**config.mk**
```make
export PLATFORM = sky130hd
export DESIGN_NAME = number_field_parser_unit
export DESIGN_NICKNAME = d
export VERILOG_FILES = /design/src/nfp_pkg.sv /design/src/nfp_cfg_regs.sv /design/src/nfp_char_class.sv /design/src/nfp_field_engine.sv /design/src/number_field_parser_unit.sv
export SDC_FILE = /design/constraint.sdc
export NUM_CORES = 1
export LEC_CHECK = 0
export BUFFER_PORTS_ARGS = -buffer_cell sky130_fd_sc_hd__buf_2
export CAP_MARGIN = 40
export CORE_MARGIN = 1.5
export CORE_UTILIZATION = 55
export DETAILED_ROUTE_END_ITERATION = 6
export PLACE_DENSITY = 0.76
export SYNTH_ARGS = -nofsm -noshare
export SYNTH_HDL_FRONTEND = slang
export SYNTH_SLANG_ARGS = --single-unit
```
**constraint.sdc**
```tcl
create_clock -name clk_i -period 27.6 [get_ports clk_i]
set_clock_uncertainty 0.1 [all_clocks]
set_input_delay 4.14 -clock clk_i [delete_from_list [all_inputs] [get_ports clk_i]]
set_output_delay 4.14 -clock clk_i [all_outputs]
set_load 0.05 [all_outputs]
```
**src/nfp_pkg.sv**
```systemverilog
`timescale 1ns / 1ps

package nfp_pkg;

  // Register indexes on the configuration port.
  localparam logic [1:0] REG_NUMBER_BASE         = 2'd0;
  localparam logic [1:0] REG_TERMINATOR_COUNT    = 2'd1;
  localparam logic [1:0] REG_TERMINATOR_CHARS    = 2'd2;
  localparam logic [1:0] REG_TERMINATOR_REQUIRED = 2'd3;

  // Result status codes.
  localparam logic [1:0] STATUS_OK      = 2'd0;
  localparam logic [1:0] STATUS_NO_TERM = 2'd1;
  localparam logic [1:0] STATUS_OVERFLOW = 2'd2;
  localparam logic [1:0] STATUS_INVALID = 2'd3;

  localparam int unsigned CNT_W           = 6;
  localparam int unsigned MAX_HEX_DIGITS  = 16;
  localparam int unsigned MAX_FIELD_CHARS = 32;
  localparam int unsigned MAX_TERMINATORS = 4;

  localparam logic [63:0] POS_LIMIT = 64'h7FFF_FFFF_FFFF_FFFF;
  localparam logic [63:0] NEG_LIMIT = 64'h8000_0000_0000_0000;

  localparam logic [7:0] CHAR_NUL   = 8'h00;
  localparam logic [7:0] CHAR_MINUS = 8'h2D;
  localparam logic [7:0] CHAR_ZERO  = 8'h30;
  localparam logic [7:0] CHAR_NINE  = 8'h39;
  localparam logic [7:0] CHAR_LA    = 8'h61;
  localparam logic [7:0] CHAR_LF    = 8'h66;
  localparam logic [7:0] CHAR_UA    = 8'h41;
  localparam logic [7:0] CHAR_UF    = 8'h46;

  typedef struct packed {
    logic        number_base;
    logic [2:0]  term_count;
    logic [31:0] term_chars;
    logic        term_required;
  } cfg_t;

  typedef struct packed {
    logic       is_term;
    logic       is_nul;
    logic       is_minus;
    logic       is_dec;
    logic       is_hex;
    logic [3:0] digit;
  } char_class_t;

  typedef struct packed {
    logic [63:0]      value;
    logic [CNT_W-1:0] used;
    logic [1:0]       status;
  } result_t;

endpackage

```
**src/nfp_cfg_regs.sv**
```systemverilog
`timescale 1ns / 1ps

module nfp_cfg_regs (
  input  logic           clk_i,
  input  logic           rst_ni,
  input  logic           cfg_we_i,
  input  logic [1:0]     cfg_idx_i,
  input  logic [31:0]    cfg_data_i,
  output nfp_pkg::cfg_t  cfg_o
);

  nfp_pkg::cfg_t cfg_q, cfg_d;

  always_comb begin
    cfg_d = cfg_q;
    if (cfg_we_i) begin
      case (cfg_idx_i)
        nfp_pkg::REG_NUMBER_BASE:         cfg_d.number_base   = cfg_data_i[0];
        nfp_pkg::REG_TERMINATOR_COUNT:    cfg_d.term_count    = cfg_data_i[2:0];
        nfp_pkg::REG_TERMINATOR_CHARS:    cfg_d.term_chars    = cfg_data_i;
        nfp_pkg::REG_TERMINATOR_REQUIRED: cfg_d.term_required = cfg_data_i[0];
        default:                          cfg_d = cfg_q;
      endcase
    end
  end

  always_ff @(posedge clk_i or negedge rst_ni) begin
    if (!rst_ni) begin
      cfg_q <= '0;
    end else begin
      cfg_q <= cfg_d;
    end
  end

  assign cfg_o = cfg_q;

endmodule

```
**src/nfp_char_class.sv**
```systemverilog
`timescale 1ns / 1ps

module nfp_char_class (
  input  logic                 [7:0] char_i,
  input  nfp_pkg::cfg_t              cfg_i,
  output nfp_pkg::char_class_t       cls_o
);

  logic [2:0] active_terms;

  // Counts above four behave as four.
  assign active_terms = (cfg_i.term_count > 3'(nfp_pkg::MAX_TERMINATORS))
                        ? 3'(nfp_pkg::MAX_TERMINATORS) : cfg_i.term_count;

  always_comb begin
    cls_o          = '0;
    cls_o.is_nul   = (char_i == nfp_pkg::CHAR_NUL);
    cls_o.is_minus = (char_i == nfp_pkg::CHAR_MINUS);
    for (int k = 0; k < nfp_pkg::MAX_TERMINATORS; k++) begin
      if ((3'(k) < active_terms) && (cfg_i.term_chars[8*k +: 8] == char_i)) begin
        cls_o.is_term = 1'b1;
      end
    end
    if (char_i >= nfp_pkg::CHAR_ZERO && char_i <= nfp_pkg::CHAR_NINE) begin
      cls_o.is_dec = 1'b1;
      cls_o.is_hex = 1'b1;
      cls_o.digit  = 4'(char_i - nfp_pkg::CHAR_ZERO);
    end else if (char_i >= nfp_pkg::CHAR_LA && char_i <= nfp_pkg::CHAR_LF) begin
      cls_o.is_hex = 1'b1;
      cls_o.digit  = 4'(char_i - nfp_pkg::CHAR_LA + 8'd10);
    end else if (char_i >= nfp_pkg::CHAR_UA && char_i <= nfp_pkg::CHAR_UF) begin
      cls_o.is_hex = 1'b1;
      cls_o.digit  = 4'(char_i - nfp_pkg::CHAR_UA + 8'd10);
    end
  end

endmodule

```
**src/nfp_field_engine.sv**
```systemverilog
`timescale 1ns / 1ps

module nfp_field_engine (
  input  logic                 clk_i,
  input  logic                 rst_ni,
  input  logic                 step_i,
  input  nfp_pkg::char_class_t cls_i,
  input  logic                 last_i,
  input  nfp_pkg::cfg_t        cfg_i,
  output logic                 emit_o,
  output nfp_pkg::result_t     res_o
);

  localparam int unsigned CW = nfp_pkg::CNT_W;

  logic [63:0]   acc_q, acc_d;
  logic [CW-1:0] cnt_q, cnt_d;
  logic          neg_q, neg_d;
  logic          disc_q, disc_d;

  logic [63:0]   acc_n;
  logic [CW-1:0] cnt_n;
  logic          neg_n;
  logic [1:0]    err;
  logic [63:0]   lim;
  logic [67:0]   prod;

  function automatic nfp_pkg::result_t finish_field(
    input logic [63:0]   acc,
    input logic [CW-1:0] cnt,
    input logic          neg,
    input logic          by_term,
    input logic          by_nul,
    input nfp_pkg::cfg_t cfg
  );
    nfp_pkg::result_t r;
    logic [63:0]      flim;
    r.value  = acc;
    r.used   = cnt;
    r.status = nfp_pkg::STATUS_OK;
    flim     = neg ? nfp_pkg::NEG_LIMIT : nfp_pkg::POS_LIMIT;
    if (cfg.number_base) begin
      if (acc > flim) begin
        r.status = nfp_pkg::STATUS_OVERFLOW;
      end else if (neg) begin
        r.value = 64'd0 - acc;
      end
    end
    if (r.status == nfp_pkg::STATUS_OK && cfg.term_required) begin
      if ((cfg.term_count != 3'd0 && !by_term) || (cfg.term_count == 3'd0 && by_nul)) begin
        r.status = nfp_pkg::STATUS_NO_TERM;
      end
    end
    if (r.status != nfp_pkg::STATUS_OK) begin
      r.value = '0;
    end
    return r;
  endfunction

  // Magnitude times ten plus the digit, kept wide so the limit test is exact.
  assign lim  = neg_q ? nfp_pkg::NEG_LIMIT : nfp_pkg::POS_LIMIT;
  assign prod = ({4'b0, acc_q} << 3) + ({4'b0, acc_q} << 1) + {64'b0, cls_i.digit};

  always_comb begin
    acc_n = acc_q;
    cnt_n = cnt_q;
    neg_n = neg_q;
    err   = nfp_pkg::STATUS_OK;
    if (cfg_i.number_base) begin
      if (cls_i.is_minus && cnt_q == '0 && !neg_q) begin
        neg_n = 1'b1;
        cnt_n = cnt_q + 1'b1;
      end else if (cls_i.is_dec) begin
        if (cnt_q >= CW'(nfp_pkg::MAX_FIELD_CHARS) || prod > {4'b0, lim}) begin
          err = nfp_pkg::STATUS_OVERFLOW;
        end else begin
          acc_n = prod[63:0];
          cnt_n = cnt_q + 1'b1;
        end
      end else begin
        err = nfp_pkg::STATUS_INVALID;
      end
    end else begin
      if (cnt_q >= CW'(nfp_pkg::MAX_HEX_DIGITS)) begin
        err = nfp_pkg::STATUS_OVERFLOW;
      end else if (!cls_i.is_hex) begin
        err = nfp_pkg::STATUS_INVALID;
      end else begin
        acc_n = {acc_q[59:0], cls_i.digit};
        cnt_n = cnt_q + 1'b1;
      end
    end
  end

  always_comb begin
    acc_d  = acc_q;
    cnt_d  = cnt_q;
    neg_d  = neg_q;
    disc_d = disc_q;
    emit_o = 1'b0;
    res_o  = '0;
    if (disc_q) begin
      if (cls_i.is_term || cls_i.is_nul || last_i) begin
        disc_d = 1'b0;
        acc_d  = '0;
        cnt_d  = '0;
        neg_d  = 1'b0;
      end
    end else if (cls_i.is_term || cls_i.is_nul) begin
      emit_o = 1'b1;
      res_o  = finish_field(acc_q, cnt_q, neg_q, cls_i.is_term,
                            cls_i.is_nul && !cls_i.is_term, cfg_i);
      acc_d  = '0;
      cnt_d  = '0;
      neg_d  = 1'b0;
    end else if (err != nfp_pkg::STATUS_OK) begin
      // Error reports the count before the bad character, then drops to field end.
      emit_o       = 1'b1;
      res_o.value  = '0;
      res_o.used   = cnt_q;
      res_o.status = err;
      acc_d        = '0;
      cnt_d        = '0;
      neg_d        = 1'b0;
      disc_d       = !last_i;
    end else if (last_i) begin
      emit_o = 1'b1;
      res_o  = finish_field(acc_n, cnt_n, neg_n, 1'b0, 1'b0, cfg_i);
      acc_d  = '0;
      cnt_d  = '0;
      neg_d  = 1'b0;
    end else begin
      acc_d = acc_n;
      cnt_d = cnt_n;
      neg_d = neg_n;
    end
  end

  always_ff @(posedge clk_i or negedge rst_ni) begin
    if (!rst_ni) begin
      acc_q  <= '0;
      cnt_q  <= '0;
      neg_q  <= 1'b0;
      disc_q <= 1'b0;
    end else if (step_i) begin
      acc_q  <= acc_d;
      cnt_q  <= cnt_d;
      neg_q  <= neg_d;
      disc_q <= disc_d;
    end
  end

  a_disc_clear_field: assert property (@(posedge clk_i) disable iff (!rst_ni)
    disc_q |-> (acc_q == '0 && cnt_q == '0 && !neg_q))
    else $error("field state not cleared while dropping characters");

  a_cnt_bound: assert property (@(posedge clk_i) disable iff (!rst_ni)
    cnt_q <= CW'(nfp_pkg::MAX_FIELD_CHARS))
    else $error("character count beyond field limit");

  a_sign_counted: assert property (@(posedge clk_i) disable iff (!rst_ni)
    neg_q |-> cnt_q != '0)
    else $error("sign held without being counted");

endmodule

```
**src/number_field_parser_unit.sv**
```systemverilog
`timescale 1ns / 1ps

// Number field parser. Characters arrive one request at a time on the input
// channel and are built into a hexadecimal or signed decimal number; each
// field (ended by an active terminator, by NUL, by a character flagged as
// last, or cut short by its first error) yields exactly one request on the
// output channel carrying the value, the characters used and a status. The
// unit takes one character per clock cycle while its output is not backed
// up: a character is held in an input register, where it is classified and
// the field engine performs the single shift or times-ten add with its limit
// compare, and any result is loaded into the output register as the
// character moves on. The add and compare in the field engine sets the
// rate. When the output register holds a result that has not been taken,
// the input register holds its character and input ready falls once it is
// full. Configuration writes are registered and are meant to be made while
// no field is in progress.
module number_field_parser_unit (
  input  logic               clk_i,
  input  logic               rst_ni,
  // Configuration write port
  input  logic               cfg_we_i,
  input  logic [1:0]         cfg_idx_i,
  input  logic [31:0]        cfg_data_i,
  // Character input
  input  logic               in_valid_i,
  output logic               in_ready_o,
  input  logic [7:0]         text_char_i,
  input  logic               last_char_i,
  // Result output
  output logic               out_valid_o,
  input  logic               out_ready_i,
  output logic signed [63:0] number_value_o,
  output logic [5:0]         chars_used_o,
  output logic [1:0]         parse_status_o
);

  nfp_pkg::cfg_t        cfg;
  nfp_pkg::char_class_t cls;
  nfp_pkg::result_t     res;
  logic                 emit;

  // Input register stage.
  logic       in_valid_q, in_valid_d;
  logic [7:0] char_q, char_d;
  logic       last_q, last_d;
  logic       step;

  // Output register stage.
  logic             out_valid_q, out_valid_d;
  nfp_pkg::result_t out_q, out_d;

  // The held character moves on whenever the output register can take a result.
  assign step       = in_valid_q && (!out_valid_q || out_ready_i);
  assign in_ready_o = !in_valid_q || step;

  nfp_cfg_regs u_cfg_regs (
    .clk_i      (clk_i),
    .rst_ni     (rst_ni),
    .cfg_we_i   (cfg_we_i),
    .cfg_idx_i  (cfg_idx_i),
    .cfg_data_i (cfg_data_i),
    .cfg_o      (cfg)
  );

  nfp_char_class u_char_class (
    .char_i (char_q),
    .cfg_i  (cfg),
    .cls_o  (cls)
  );

  nfp_field_engine u_field_engine (
    .clk_i  (clk_i),
    .rst_ni (rst_ni),
    .step_i (step),
    .cls_i  (cls),
    .last_i (last_q),
    .cfg_i  (cfg),
    .emit_o (emit),
    .res_o  (res)
  );

  always_comb begin
    in_valid_d = in_valid_q;
    char_d     = char_q;
    last_d     = last_q;
    if (in_valid_i && in_ready_o) begin
      in_valid_d = 1'b1;
      char_d     = text_char_i;
      last_d     = last_char_i;
    end else if (step) begin
      in_valid_d = 1'b0;
    end
  end

  always_comb begin
    out_valid_d = out_valid_q;
    out_d       = out_q;
    if (step && emit) begin
      out_valid_d = 1'b1;
      out_d       = res;
    end else if (out_ready_i) begin
      out_valid_d = 1'b0;
    end
  end

  always_ff @(posedge clk_i or negedge rst_ni) begin
    if (!rst_ni) begin
      in_valid_q  <= 1'b0;
      out_valid_q <= 1'b0;
    end else begin
      in_valid_q  <= in_valid_d;
      out_valid_q <= out_valid_d;
    end
  end

  always_ff @(posedge clk_i) begin
    char_q <= char_d;
    last_q <= last_d;
    out_q  <= out_d;
  end

  assign out_valid_o    = out_valid_q;
  assign number_value_o = $signed(out_q.value);
  assign chars_used_o   = out_q.used;
  assign parse_status_o = out_q.status;

  a_err_value_zero: assert property (@(posedge clk_i) disable iff (!rst_ni)
    (out_valid_o && parse_status_o != nfp_pkg::STATUS_OK) |-> number_value_o == '0)
    else $error("failed field carries a nonzero value");

  a_used_bound: assert property (@(posedge clk_i) disable iff (!rst_ni)
    out_valid_o |-> chars_used_o <= 6'(nfp_pkg::MAX_FIELD_CHARS))
    else $error("result reports too many characters");

  a_empty_ready: assert property (@(posedge clk_i) disable iff (!rst_ni)
    !in_valid_q |-> in_ready_o)
    else $error("input stalled with an empty input register");

endmodule

```
======== Word-level counts from Yosys, hierarchy flattened ========
Cells that the tools add are included.
word-level totals
  bits of input ports ..................... 48
  flip-flop bits (word level) ............. 192
cells by class
  equal/unequal tests ..................... 9
  order comparisons ....................... 16
  reduce and logical (&&, ||, !) cells .... 45
  add/subtract/negate cells ............... 10
  muxes and demuxes ....................... 89
operators by type and width
  operator               count
  $mux 64                21
  $mux 72                3
  $gt 64x64->1           2
  $sub 1x64->64 const A  2
  $add 67x65->68         1
  $add 68x4->68          1
  $gt 68x64->1           1
  $mux 6                 11
  $mux 2                 26
  $eq 8x8->1             4
  $mux 1                 24
  $logic_and 1x1->1      17
  $ge 8x7->1 const B     2
  $le 8x7->1 const B     2
  $mux 5                 3
  $sub 4x1->4 const B    3
  $reduce_and 2->1       5
  $reduce_bool 2->1      5
  $add 4x4->4 const B    2
  $eq 8x6->1 const B     1
  $ge 8x6->1 const B     1
  $le 8x6->1 const B     1
  $logic_not 8->1        1
  $add 6x1->6 const B    1
  15 further kinds       29

======== Depth between registers and ports, before layout ========
  depth after elaboration ................. 31
  gate-level depth with buffers ........... 59
  gate-level depth less buffers ........... 49

======== Modules after synthesis ========
A second synthesis with hierarchy kept.
unflattened totals
  cell total of the unflattened synthesis .. 2,887
  area, all modules ....................... 23,791.6 um^2
modules (own cells, without submodules)
  module                    instances  sequential area each (um^2)  cells an instance  area an instance (um^2)
  nfp_field_engine          1          1,801.7                      2,630              19,082.1
  number_field_parser_unit  1          2,482.4                      91                 2,543.7
  nfp_cfg_regs              1          925.9                        81                 1,529.0
  nfp_char_class            1          0.0                          85                 636.9

======== Least setup slack after synthesis ========
OpenSTA, ideal clock, no wires.
  path kind ............................... register to register
  start point ............................. register char_q[0]
  end point ............................... register out_q (netlist bit chars_used_o[0]) (enable)
  setup slack ............................. 15,271 ps
  setup time .............................. 591 ps
  cell stages (with the launch flop) ...... 35
  arrival ................................. 11,638 ps
  period minus slack after synthesis ...... 12,329 ps
  buffers on the path ..................... 1
  required time ........................... 26,909 ps
  cells stage by stage .................... edfxtp_1 > clkbuf_1 > inv_1 > ha_1 > nor2b_1 > o311ai_2 > o21ai_0 > nand2_1 > o31ai_1 > ha_1 > ha_1 > fa_1 > a21o_1 > a221o_1 > a211oi_2 > nor2_1 > a21oi_1 > o21bai_1 > a21boi_0 > o21a_1 > xnor2_1 > inv_1 > ha_1 > and4_1 > nor4b_1 > and3_1 > and2_1 > a221oi_1 > a21oi_1 > nor4_4 > nand2_4 > a31oi_1 > nor2b_1 > and2_1 > nor3_1
between the ends
  word-level cells in the longest chain between the ends .. 17
  elaborated cells between the ends (all ways) .. 49
  classes of those cells .................. add/sub (6); order compare (7); eq/ne (5); mux (17); reduce/logical (14)
ends and longest elaborated chain
  element                                                  RTL line                                                          RTL
  start, declared                                          number_field_parser_unit.sv:44                                    logic [7:0] char_q, char_d;
  start signal, assigned                                   number_field_parser_unit.sv:117                                   char_q <= char_d;
  $sub 4x1->4, or another cell as far along                nfp_char_class.sv:30, nfp_char_class.sv:33
  $add 4x4->4 / $logic_and 1x1->1 (equally long branches)  nfp_char_class.sv:30, nfp_char_class.sv:33, nfp_char_class.sv:31
  $mux 5                                                   nfp_char_class.sv:31                                              end else if (char_i >= nfp_pkg::CHAR_UA && char_i <= nfp_pkg::CHAR_UF) begin
  $mux 5                                                   nfp_char_class.sv:28                                              end else if (char_i >= nfp_pkg::CHAR_LA && char_i <= nfp_pkg::CHAR_LF) begin
  $mux 5                                                   nfp_char_class.sv:24                                              if (char_i >= nfp_pkg::CHAR_ZERO && char_i <= nfp_pkg::CHAR_NINE) begin
  $add 68x4->68                                            nfp_field_engine.sv:62                                            assign prod = ({4'b0, acc_q} << 3) + ({4'b0, acc_q} << 1) + {64'b0, cls_i.digit};
  $gt 68x64->1                                             nfp_field_engine.sv:74                                            if (cnt_q >= CW'(nfp_pkg::MAX_FIELD_CHARS) || prod > {4'b0, lim}) begin
  $logic_or 1x1->1                                         nfp_field_engine.sv:74
  $mux 2                                                   nfp_field_engine.sv:74
  $mux 2                                                   nfp_field_engine.sv:73                                            end else if (cls_i.is_dec) begin
  $mux 2                                                   nfp_field_engine.sv:70                                            if (cls_i.is_minus && cnt_q == '0 && !neg_q) begin
  $mux 2                                                   nfp_field_engine.sv:69                                            if (cfg_i.number_base) begin
  $reduce_bool 2->1                                        nfp_field_engine.sv:116                                           end else if (err != nfp_pkg::STATUS_OK) begin
  $mux 1                                                   nfp_field_engine.sv:116
  $mux 1 *                                                 nfp_field_engine.sv:109                                           end else if (cls_i.is_term || cls_i.is_nul) begin
  $mux 1 *                                                 nfp_field_engine.sv:102                                           if (disc_q) begin
  $logic_and 1x1->1 *                                      number_field_parser_unit.sv:98                                    if (step && emit) begin
  end signal, assigned                                     number_field_parser_unit.sv:119                                   out_q <= out_d;
  end, declared                                            number_field_parser_unit.sv:50                                    nfp_pkg::result_t out_q, out_d;
Mark *: on every way between the ends. The rest lies on a longest branch, timed or not.
A chain may end at the register's enable or synchronous reset.

======== Worst setup path in the final report ========
  start point ............................. register char_q[0]
  end point ............................... register out_q (netlist bit number_value_o[32]), data pin
between the ends
  word-level cells in the longest chain between the ends .. 31
  elaborated cells between the ends (all ways) .. 89
  classes of those cells .................. add/sub (7); order compare (8); eq/ne (5); mux (47); reduce/logical (22)
ends and longest elaborated chain
  element                                                  RTL line                                                          RTL
  $sub 4x1->4, or another cell as far along                nfp_char_class.sv:30, nfp_char_class.sv:33
  $add 4x4->4 / $logic_and 1x1->1 (equally long branches)  nfp_char_class.sv:30, nfp_char_class.sv:33, nfp_char_class.sv:31
  $mux 5                                                   nfp_char_class.sv:31
  $mux 5                                                   nfp_char_class.sv:28
  $mux 5                                                   nfp_char_class.sv:24
  $add 68x4->68                                            nfp_field_engine.sv:62
  $gt 68x64->1                                             nfp_field_engine.sv:74
  $logic_or 1x1->1                                         nfp_field_engine.sv:74
  (+15 left out)                                           n/a
  $mux 2                                                   nfp_field_engine.sv:116
  $mux 2                                                   nfp_field_engine.sv:109
  $mux 2                                                   nfp_field_engine.sv:102
  $reduce_bool 2->1                                        nfp_field_engine.sv:54                                            if (r.status != nfp_pkg::STATUS_OK) begin
  $mux 64                                                  nfp_field_engine.sv:54
  $mux 72                                                  nfp_field_engine.sv:126                                           end else if (last_i) begin
  $mux 72                                                  nfp_field_engine.sv:116
  $mux 72 *                                                nfp_field_engine.sv:109
Mark *: on every way between the ends. The rest lies on a longest branch, timed or not. The select of a mux whose other input is x is not followed.

==> impl_metrics.tcl <==
set metrics [dict create \
    status "finished, final reports clean" \
    finalSetupViolations 0 \
    fin_setup_tns_ps 0 \
    path_max_fanout 36 \
    cts_resized 0 \
    arrival_ps 14210 \
    synth_compound_area_share_pct 25.0 \
    hpwl_mm 62.7 \
    drive_gt1_share_pct 10.4 \
    cts_tree "done" \
    post-route-period-util_pct 51.1 \
    maxSlewHeadroom_pct 30.4 \
    hold_slack_ps 432 \
    viasPerCell 6.99 \
    fill_cells 3786 \
    ant_nets 0 \
    end_kind "flip-flop" \
    synth_warnings 0 \
    grt_pass1_vias 22924 \
    clkSinkCount 192 \
    clock.fmax_mhz 70.9 \
    cap_viol_max_count 0 \
    finalMaxSlewViolations 0 \
    layout_commonest_cell "nand2_1" \
    wirelength_mm 86.0 \
    synth_cells 2888 \
    die_w_um 209 \
    critPathRequiredTime_ps 27710 \
    crit_path_start "char_q[0]" \
    place_congestion 1.05 \
    nNetsFinal 3264 \
    dpl-instance-area_mm2 0.0244 \
    fin_ws_ps 13500 \
    clockBufferDepth 2 \
    antenna_found_initial 2 \
    synth_area_mm2 0.0234 \
    postCtsSetupRepairBufs 0 \
    tightestPinTransition_ps 1020 \
    multi_input_area_mm2 0.0171 \
    synth_xor_area_share_pct 7.67 \
    rsz0062_at_grt "false" \
    yosysSeqAreaShare_pct 22.2 \
    firstDrtPassIters 6 \
    numCtsBuffers 17 \
    final_cell_mix "nand2_1 (354), ha_1 (327), a21oi_1 (240), o21ai_0 (176), nor2_1 (150)" \
    async_reset_ff_share_pct 57.8 \
    clkLatencyLatePin_ps 490 \
    powerDensity_mw_per_mm2 42.7 \
    synth.area.mux_share_pct 3.54 \
    grt_max_degree 67 \
    cp_slowest_cell "a21oi_1" \
    syn_nets 3265 \
    crit_type "reg -> reg" \
    wl_per_cell_um 25.0 \
    die_h_um 209 \
    via_count 24029 \
    hold_buffers 0 \
    fp-row-count 75 \
    r2r_start "char_q[0]" \
    clk_pin_slew_ps 80 \
    hold_viol 0 \
    post-route-drc-count 0 \
    slowest_delay_ps 760 \
    timing.critical_path.mode_cell "ha_1" \
    grt-ovfl-total 0 \
    synthSimpleGateAreaFrac_pct 19.0 \
    irDropWorstVdd_mv 0.0533 \
    p_leak_nw 12.1 \
    synth-main-ff-cell "dfrtp_1" \
    synth_top_family_by_area "compound AO/OA/AOI/OAI gates" \
    grt_pass1_wl_mm 133 \
    synth_seq_cells 192 \
    area_delta_synth_final_pct 6.78 \
    min_from "u_cfg_regs.cfg_o[17]" \
    avgSynthCellArea_um2 8.11 \
    hold_class "reg -> reg" \
    die-area_mm2 0.0438 \
    cts_max_level 4 \
    fin_cells 3440 \
    critPathLaunchType "flip-flop" \
    synth_cell_types 95 \
    numPlacedInstances 3407 \
    initial_core_util_pct 55.8 \
    grt_usage_pct 39.0 \
    root_buffer "clkbuf_16" \
    seq_area_mm2 0.00522 \
    place_ws_ps 13950 \
    core_mm2 0.0419 \
    period_needed_ps 14100 \
    first_iter_violations 3085 \
    synth_edf_count 81 \
    synth_adder_area_share_pct 17.6 \
    io_pins 122 \
    final_cell_area_mm2 0.0250 \
    portBuffers 121 \
]
-- cells by family (layout without fill, tap and decap cells) --
group,Yosys count,count (layout)
simple gates,909,909
compound gates,888,888
fa+ha+maj,329,329
buf+inv,287,299
xor+xnor,205,205
flops,192,192
mux,78,78
other cells,0,1
-- stage by stage --
stage	power (mW)	util, %
after floorplan	0.655	-
after global placement	0.780	57.8
after detailed placement	0.793	58.2
after CTS	1.06	59.6
after global routing	1.10	59.6
final	1.07	59.6
-- final timing paths --
check / end / slack (ps) / cells after the start
worst max-delay path: number_value_o[32] / 13500 / 49
worst min-delay path: u_cfg_regs.cfg_o[17] / 430 / 1
worst max register to register: number_value_o[32] / 13500 / 49
worst min register to register: u_cfg_regs.cfg_o[17] / 430 / 1
max in group asynchronous: u_cfg_regs.cfg_o[36] / 22520 / 3
min in group asynchronous: u_field_engine.acc_q[55] / 3620 / 1
-- flip-flops by register name (all words and copies together) (netlist names) --
register,flops
u_field_engine.neg_q,1
char_q,8
number_value_o,64
u_field_engine.disc_q,1
u_field_engine.cnt_q,6
out_valid_o,1
in_valid_q,1
u_field_engine.acc_q,64
chars_used_o,6
parse_status_o,2
u_cfg_regs.cfg_o,37
last_q,1
-- synth_stat cells (all sizes together) (25+ instances only) --
library cell | n | area, µm²
nor3 | 57 | 300
o31ai | 29 | 218
nand4 | 81 | 526
a21o | 101 | 758
ha | 327 | 4090
a21oi | 241 | 1210
and3 | 40 | 250
o21a | 25 | 188
inv | 97 | 364
nand3 | 58 | 290
o21ai | 182 | 911
nor2 | 151 | 574
nand2 | 355 | 1340
a31oi | 45 | 282
or4 | 27 | 206
dfrtp | 111 | 2780
edfxtp | 81 | 2430
buf | 57 | 277
clkbuf | 133 | 500
xor2 | 104 | 911
xnor2 | 101 | 885
nor4 | 36 | 259
mux2 | 39 | 439
mux2i | 39 | 390
-- cell type report --
type,count,share of cell area (%)
repair buffers,170,4.16
diodes,1,0.0100
multi-input cells,2409,68.4
clock inverters,14,0.650
inverters,97,1.46
well taps,539,2.70
clock buffers,18,1.76
flip-flops and latches,192,20.9
-- layer usage --
| layer | global-route usage, % | routed length, µm | share of wire, % |
|---|---|---|---|
| met2 | 59.3 | 37300 | 43 |
| met5 | 0 | 90 | 0.10 |
| met4 | 21.2 | 4760 | 5.5 |
| met3 | 7.93 | 9650 | 11 |
| met1 | 52.0 | 34200 | 40 |
-- worst max-delay path, delay by kind of cell (launching register included) --
family	cells	cell delay, ps
AOI/OAI and AO/OA	17	4810
xor gates and xnor gates	1	160
adders and majority gates	6	1720
buffers and inverters	7	1870
DFF	1	630
muxes	1	150
and+or+nand+nor	17	4270
-- power by group --
part           switching (mW)  leakage, nW  internal [mW]
logic                   0.316         9.58          0.115
registers              0.0367         2.24          0.337
clock network           0.139        0.296          0.125
total                   0.491         12.1          0.577
Note: power is estimated with default switching activity, not from simulation.
